$ cat config.mk
export PLATFORM = sky130hd
export DESIGN_NAME = xxh64_front
export DESIGN_NICKNAME = d
export VERILOG_FILES = /design/src/design/xxh64_pkg.sv /design/src/design/xxh64_front.sv
export SDC_FILE = /design/constraint.sdc
export NUM_CORES = 1
export LEC_CHECK = 0
export BUFFER_PORTS_ARGS = -buffer_cell sky130_fd_sc_hd__buf_4
export CAP_MARGIN = 0
export CORE_AREA = 10 10 122 124
export DETAILED_ROUTE_END_ITERATION = 7
export DIE_AREA = 0 0 132 134
export GPL_ROUTABILITY_DRIVEN = 0
export PLACE_DENSITY = 0.76
export SLEW_MARGIN = 20
export SYNTH_ARGS = -nofsm -noshare
export SYNTH_HDL_FRONTEND = slang
export SYNTH_SLANG_ARGS = --single-unit
$ cat constraint.sdc
create_clock -name clk -period 2.6 [get_ports clk]
set_input_delay 0.13 -clock clk [delete_from_list [all_inputs] [get_ports clk]]
set_output_delay 0.13 -clock clk [all_outputs]
set_load 0.02 [all_outputs]
$ cat src/design/xxh64_pkg.sv
// Shared types, constants and helpers for the XXH64 stream hasher.
package xxh64_pkg;

  localparam logic [63:0] PRIME_A = 64'd11400714785074694791;
  localparam logic [63:0] PRIME_B = 64'd14029467366897019727;
  localparam logic [63:0] PRIME_C = 64'd1609587929392839161;
  localparam logic [63:0] PRIME_D = 64'd9650029242287828579;
  localparam logic [63:0] PRIME_E = 64'd2870177450012600261;

  localparam int QUEUE_DEPTH = 2;

  // Input channel payload.
  typedef struct packed {
    logic [63:0] data_word;
    logic [3:0]  byte_count;
    logic        last_word;
  } xxh64_in_t;

  // Output channel payload.
  typedef struct packed {
    logic [63:0] hash_value;
  } xxh64_out_t;

  // One classified word as it travels from front to back.
  typedef struct packed {
    logic [63:0] word;   // masked to its valid bytes
    logic [3:0]  count;  // saturated byte count; 8 for words that are not last
    logic        last;
  } xxh64_item_t;

  // Each _A/_B/_C state runs one product on the shared multiplier.
  typedef enum logic [4:0] {
    ST_IDLE,
    ST_RND_A,   // w*P2, add lane
    ST_RND_B,   // rotl 31, *P1
    ST_CONV,    // converge lanes or short start value
    ST_MRG_A,   // lane*P2
    ST_MRG_B,   // rotl 31, *P1
    ST_MRG_C,   // (h^v)*P1 + P4
    ST_WRD_A,
    ST_WRD_B,
    ST_WRD_C,
    ST_CHK_A,
    ST_CHK_B,
    ST_BYT_A,
    ST_BYT_B,
    ST_AVL_A,
    ST_AVL_B,
    ST_OUT
  } xxh64_state_t;

  function automatic logic [63:0] rotl64(input logic [63:0] v, input logic [5:0] r);
    logic [127:0] d;
    d = {v, v} << r;
    return d[127:64];
  endfunction

endpackage

$ cat src/design/xxh64_front.sv
// Front end: accepts words, classifies and masks them, and queues them.
module xxh64_front #(
  parameter int Depth = xxh64_pkg::QUEUE_DEPTH
) (
  input  logic                  clk,
  input  logic                  rst,
  input  logic                  in_valid,
  output logic                  in_ready,
  input  logic [63:0]           data_word,
  input  logic [3:0]            byte_count,
  input  logic                  last_word,
  output logic                  q_valid,
  input  logic                  q_ready,
  output xxh64_pkg::xxh64_item_t q_item
);
  localparam int AW = (Depth > 1) ? $clog2(Depth) : 1;

  xxh64_pkg::xxh64_item_t slots [Depth];
  logic [AW-1:0] wr_ptr;
  logic [AW-1:0] rd_ptr;
  logic [AW:0]   fill;
  logic          push;
  logic          pop;
  logic [3:0]    cnt_sat;
  logic [63:0]   mask;
  xxh64_pkg::xxh64_item_t item_in;

  always_comb begin
    cnt_sat = (byte_count > 4'd8) ? 4'd8 : byte_count;
    if (!last_word) cnt_sat = 4'd8;
    if (cnt_sat == 4'd0) mask = 64'd0;
    else mask = {64{1'b1}} >> (7'd64 - {cnt_sat[3:0], 3'b000});
    item_in.word  = data_word & mask;
    item_in.count = cnt_sat;
    item_in.last  = last_word;
  end

  assign in_ready = (fill != (AW+1)'(Depth));
  assign push     = in_valid && in_ready;
  assign q_valid  = (fill != '0);
  assign pop      = q_valid && q_ready;
  assign q_item   = slots[rd_ptr];

  always_ff @(posedge clk) begin
    if (push) slots[wr_ptr] <= item_in;
    if (rst) begin
      wr_ptr <= '0;
      rd_ptr <= '0;
      fill   <= '0;
    end else begin
      if (push) wr_ptr <= (wr_ptr == AW'(Depth - 1)) ? '0 : wr_ptr + 1'b1;
      if (pop)  rd_ptr <= (rd_ptr == AW'(Depth - 1)) ? '0 : rd_ptr + 1'b1;
      fill <= fill + (AW+1)'(push) - (AW+1)'(pop);
    end
  end

  a_fill_bound: assert property (@(posedge clk) disable iff (rst)
    fill <= (AW+1)'(Depth)) else $error("queue overfilled");
  a_no_pop_empty: assert property (@(posedge clk) disable iff (rst)
    (fill == '0) |-> !pop) else $error("pop from empty queue");
  a_full_stalls: assert property (@(posedge clk) disable iff (rst)
    (fill == (AW+1)'(Depth)) |-> !in_ready) else $error("ready while full");
endmodule

==> results of run 1 <==
-- worst max-delay path, cell delays in order --
cell and delay [ps]:
dlygate4sd3_1 530, buf_4 110, nor2b_1 230, and2_1 230
inv_1 70, ha_1 290, o21ba_2 300, nor3_4 40
buf_4 200, nor3b_1 300
-- path summary, 6_finish.rpt --
check | startpoint | end | slack, ps
worst max-delay path | last_word | slots[1][16]$_DFFE_PP_ | 360
worst min-delay path | data_word[36] | slots[0][41]$_DFFE_PP_ | 20
worst max register to register | fill[0]$_SDFF_PP0_ | slots[1][19]$_DFFE_PP_ | 810
worst min register to register | rd_ptr$_SDFFE_PP0P_ | flip-flop | 520
-- area by class of cell --
cell class / count / area [sq um]
clock buffers: 21 / 440
clock inverters: 11 / 73.8
fillers: 952 / 4750
inverters: 5 / 18.8
multi-input cells: 171 / 1530
flip-flops and latches: 143 / 4250
well taps: 172 / 215
repair buffers: 153 / 1190
-- state kept, by name (all words and copies together), names as in the netlist, named ones only --
name and flops:
wr_ptr 1, slots 138, fill 2, rd_ptr 1
-- where the power goes --
part,internal [W],total [W],switching [W]
logic,0.00113,0.00241,0.00128
clock network,0.00128,0.00212,0.000838
registers,0.00298,0.00314,0.000156
total,0.00540,0.00768,0.00227
-- per-stage QoR --
step                      power [W]  area, sq um  setup WS [ps]  utilization [%]
final                       0.00768         7720            362             61.9
after detailed placement    0.00564         7180            495             57.6
after floorplan             0.00462         5880           55.8                -
after global placement      0.00560         7180            629             57.6
after CTS                   0.00778         7720            389             61.9
after global routing        0.00805         7720            226             61.9
-- layer usage --
| metal | global-route usage, % | vias to the layer above | part of all wire [%] |
|---|---|---|---|
| met5 | 0 | - | 0 |
| met3 | 4.93 | 22 | 5.2 |
| met4 | 6.24 | 0 | 1.6 |
| met2 | 23.5 | 110 | 50 |
| li1 | - | 1595 | - |
| met1 | 17.1 | 1673 | 43 |
-- synthesized netlist by cell type, types with 2 or more instances --
cell,instances
and2_1,10
and3_1,17
buf_2,12
buf_6,3
dfxtp_1,5
edfxtp_1,138
ha_1,5
inv_1,5
mux2_2,69
mux2_4,3
mux2i_1,2
nand2_1,3
nand2b_1,2
nor2_1,5
nor2b_1,12
nor3b_1,32
-- cells by family after synthesis --
| family | after synthesis |
|---|---|
| adders and majority gates | 5 |
| DFF | 143 |
| muxes | 74 |
| xor gates and xnor gates | 2 |
| buffers and inverters | 21 |
| and+or+nand+nor | 86 |
| AOI/OAI and AO/OA | 4 |
-- timing repair --
action	CTS	global route
buffers inserted	0	0
hold buffers	2	0
endpoints found under the hold margin	7	0
gates resized for setup	0	0
==> results.yml, run 1 <==
floorplanning:
  start_util_pct: 47.2
  fp.dieArea_sq_mm: 0.0177
  boundaryPins: 144
  die_x_um: 132
  die_y_um: 134
  fp-row-count: 41
  core_sq_mm: 0.0125
power:
  p_per_area_mw_per_mm2: 995
  peakVddDrop_uv: 588
  leakagePower_nw: 2.97
cells_and_area:
  layout-drive-gt1-share_pct: 49.8
  diodes: 0
  layout_commonest_cell: "buf_4"
  nNetsFinal: 569
  layout_common_cells: "148 x buf_4, 138 x edfxtp_1, 69 x mux2_2, 32 x nor3b_1, 17 x clkbuf_16"
  area_growth_syn_to_layout_pct: 31.3
  final_cells: 676
logic_synthesis:
  synth_cell_types: 28
  synth_xor_xnor_area_share_pct: 0.298
  ys_top_cells_by_area: "edfxtp_1 70%, mux2_2 13%, nor3b_1 4.1%, and3_1 1.8%, dfxtp_1 1.7%"
  synth_top_family_by_area: "multiplexers"
  synth_compound_area_share_pct: 0.553
  synth.ff_latch_count: 143
  avgSynthCellArea_sq_um: 17.6
  syn_nets: 413
  synthFlopType: "edfxtp_1"
  syn_area_sq_mm: 0.00588
  synth_top_area_cell: "edfxtp_1"
  async_reset_ff_share_pct: 0
  yosys_warnings: 0
  synth-edff-count: 138
  synthAdderAreaFrac_pct: 1.06
  yosys.area_share.simple_pct: 9.60
  synth.area.mux_share_pct: 14.3
  synth_cells: 335
  ys_seq_area_share_pct: 72.2
  synth_top_area_share_pct: 70.5
timing:
  period_needed_ps: 2240
  finalSetupViolations: 0
  relSlewSlack_pct: 63.3
  clock.fmax_mhz: 447
  drv_slew: 0
  rsz0062_at_grt: "false"
  worst_hold_slack_ps: 23.6
  final_hold_viol_count: 0
  fin_tns_setup_ps: 0
  tightestPinTransition_ps: 550
  skew_ps: 7.31
  fin_crit_sh_pct: 86.1
run_status:
  status: "complete, no violations"
grt:
  antenna_found_initial: 0
  grt_pass1_vias: 3819
  grt-ovfl-total: 0
  grt_max_degree: 42
  gr-usage-all-layers_pct: 14.5
  grt_pass1_wl_mm: 20.0
worst_hold_path:
  min_path_type: "in -> reg"
  worst_hold_path.num_cells: 2
cts:
  clkLatencyLatePin_ps: 410
  cts_tree: "yes"
  clk_pin_slew_ps: 60
  clkSinkCount: 143
  cts_buffers: 17
  root_buffer: "clkbuf_16"
  clk_path_buf_depth: 2
  htreeDepth: 4
detailed_routing:
  drtAntennaViolNets: 0
  drt_first_pass_iters: 4
  vias: 3400
  detail_route.wl_per_cell_um: 18.7
  avgViaCountPerCell: 5.03
  drt-initial-drc-count: 162
  drcViolationCount: 0
  wl_mm: 12.6
place:
  dp_hpwl_mm: 8.67
  port_buffers: 143
  placedCellCount: 642
setup_path:
  cp.arrival_ps: 2450
  critPathRequiredTime_ps: 2810
  worstSetupStartpointType: "input port"
  critical_path_class: "in -> reg"
  end_kind: "flip-flop"
  crit_fanout: 16
  ff2ff_path_depth: 3
flow_run:
  cap_violations: 0
Note: power is estimated with default switching activity, not from simulation.
==> inputs of run 2 (changes only) <==
clock period = 2 ns   (was 2.6 ns; I/O delays follow)
==> results.yml, run 2 (synthesis gave the netlist of run 1 again) <==
run_status:
  status: "complete, no violations"
setup_path:
  worstSetupStartpointType: "flip-flop"
  cp.arrival_ps: 1810
  critPathRequiredTime_ps: 1900
  ff2ff_path_depth: 7
  cp-endpoint: "q_item[27]"
  crit_path_max_incr_delay_ps: 550
  worstReg2RegStart: "fill[1]$_SDFF_PP0_"
  path_common_cell: "buf_4"
  critPathSlowestCell: "dfxtp_4"
  crit_fanout: 22
  r2r_slack_ps: 420
  cp_cell_sequence: "buf_4 > mux2_2 > buf_4"
  end_kind: "output port"
  critical_path_class: "reg -> out"
  r2r-end: "fill[1]$_SDFF_PP0_"
timing:
  fin_crit_sh_pct: 95.5
  worst_hold_slack_ps: 29.5
  skew_ps: 5.30
  clock.fmax_mhz: 523
  period_needed_ps: 1910
  final_hold_viol_count: 0
  relSlewSlack_pct: 71.0
  tightestPinTransition_ps: 434
  rsz0062_at_grt: "false"
  drv_slew: 0
  finalSetupViolations: 0
cts:
  cts_resized: 0
  htreeDepth: 4
  clkLatencyLatePin_ps: 410
  cts_setup_buffers: 0
  clk_path_buf_depth: 2
  cts_tree: "yes"
  cts_buffers: 17
  clk_pin_slew_ps: 60
  cts.hold.buffers_added: 11
  root_buffer: "clkbuf_16"
  clkSinkCount: 143
place:
  dp_hpwl_mm: 9.06
  port_buffers: 143
  placedCellCount: 646
floorplanning:
  die_x_um: 132
  boundaryPins: 144
  fp.dieArea_sq_mm: 0.0177
  fp-row-count: 41
  start_util_pct: 47.2
  die_y_um: 134
  core_sq_mm: 0.0125
cells_and_area:
  largest-register: "slots"
  area_growth_syn_to_layout_pct: 35.5
  diodes: 0
  layout_common_cells: "150 x buf_4, 138 x edfxtp_1, 69 x mux2_2, 32 x nor3b_1, 17 x clkbuf_16"
  final_cells: 687
  largest_register_ffs: 138
  nNetsFinal: 582
  layout-drive-gt1-share_pct: 50.5
  top_regs: "slots: 138 flops, fill: 2 flops"
  layout_commonest_cell: "buf_4"
detailed_routing:
  drcViolationCount: 0
  drtAntennaViolNets: 0
  wl_mm: 13.2
  avgViaCountPerCell: 5.00
  vias: 3433
  detail_route.wl_per_cell_um: 19.2
  drt-initial-drc-count: 122
  drt_first_pass_iters: 4
flow_run:
  cap_violations: 0
worst_hold_path:
  worst_hold_path.num_cells: 2
  min_path_type: "in -> reg"
grt:
  grt_pass1_vias: 3992
  antenna_found_initial: 0
  gr-usage-all-layers_pct: 15.1
  grt_max_degree: 51
  grt-ovfl-total: 0
  grt_pass1_wl_mm: 20.9
power:
  p_per_area_mw_per_mm2: 1330
  leakagePower_nw: 3.08
  peakVddDrop_uv: 705
[run 2: layout make-up]
cell class	instances	area, sq um
repair buffers	166	1340
flip-flops and latches	143	4250
clock buffers	21	440
well taps	172	215
inverters	5	22.5
multi-input cells	171	1540
fillers	939	4500
clock inverters	9	166
[run 2: how the worst min path moves through the flow]
stage                       start                endpoint
finish              data_word[57]  slots[0][62]$_DFFE_PP_
global route        data_word[57]  slots[1][62]$_DFFE_PP_
detailed placement            rst               flip-flop
CTS                 data_word[57]  slots[1][62]$_DFFE_PP_
floorplan                     rst      fill[0]$_SDFF_PP0_
global placement              rst      fill[0]$_SDFF_PP0_
[run 2: power by group]
part,switching (W),internal [W],total (W)
clock network,0.00107,0.00218,0.00326
registers,0.000190,0.00388,0.00407
logic,0.00174,0.00153,0.00326
total,0.00300,0.00759,0.0106
[run 2: worst max-delay path: cells and delay by family, from the launching register on]
| family | cells | cell delay, ps |
|---|---|---|
| buffers and inverters | 2 | 460 |
| flip-flops | 1 | 550 |
| multiplexers | 1 | 380 |
[run 2: through the flow]
stage | worst slack, ps | power, W | utilization, % | instance area, sq um | setup TNS [ps]
floorplan | -44.6 | 0.00602 | - | 5890 | -3080
global placement | 121 | 0.00735 | 58.2 | 7250 | 0
detailed placement | -27.5 | 0.00743 | 58.2 | 7250 | -107
CTS | 57.7 | 0.0107 | 63.9 | 7970 | 0
global route | 6.49 | 0.0111 | 63.9 | 7970 | 0
finish | 89.7 | 0.0106 | 63.9 | 7970 | 0
[run 2: metal layers]
metal | up-vias | global-route usage [%] | routed length, um
met5 | - | 0 | 0
met4 | 0 | 5.44 | 167
met3 | 14 | 6.68 | 954
met2 | 103 | 25.8 | 6700
met1 | 1695 | 16.3 | 5340
li1 | 1621 | - | -
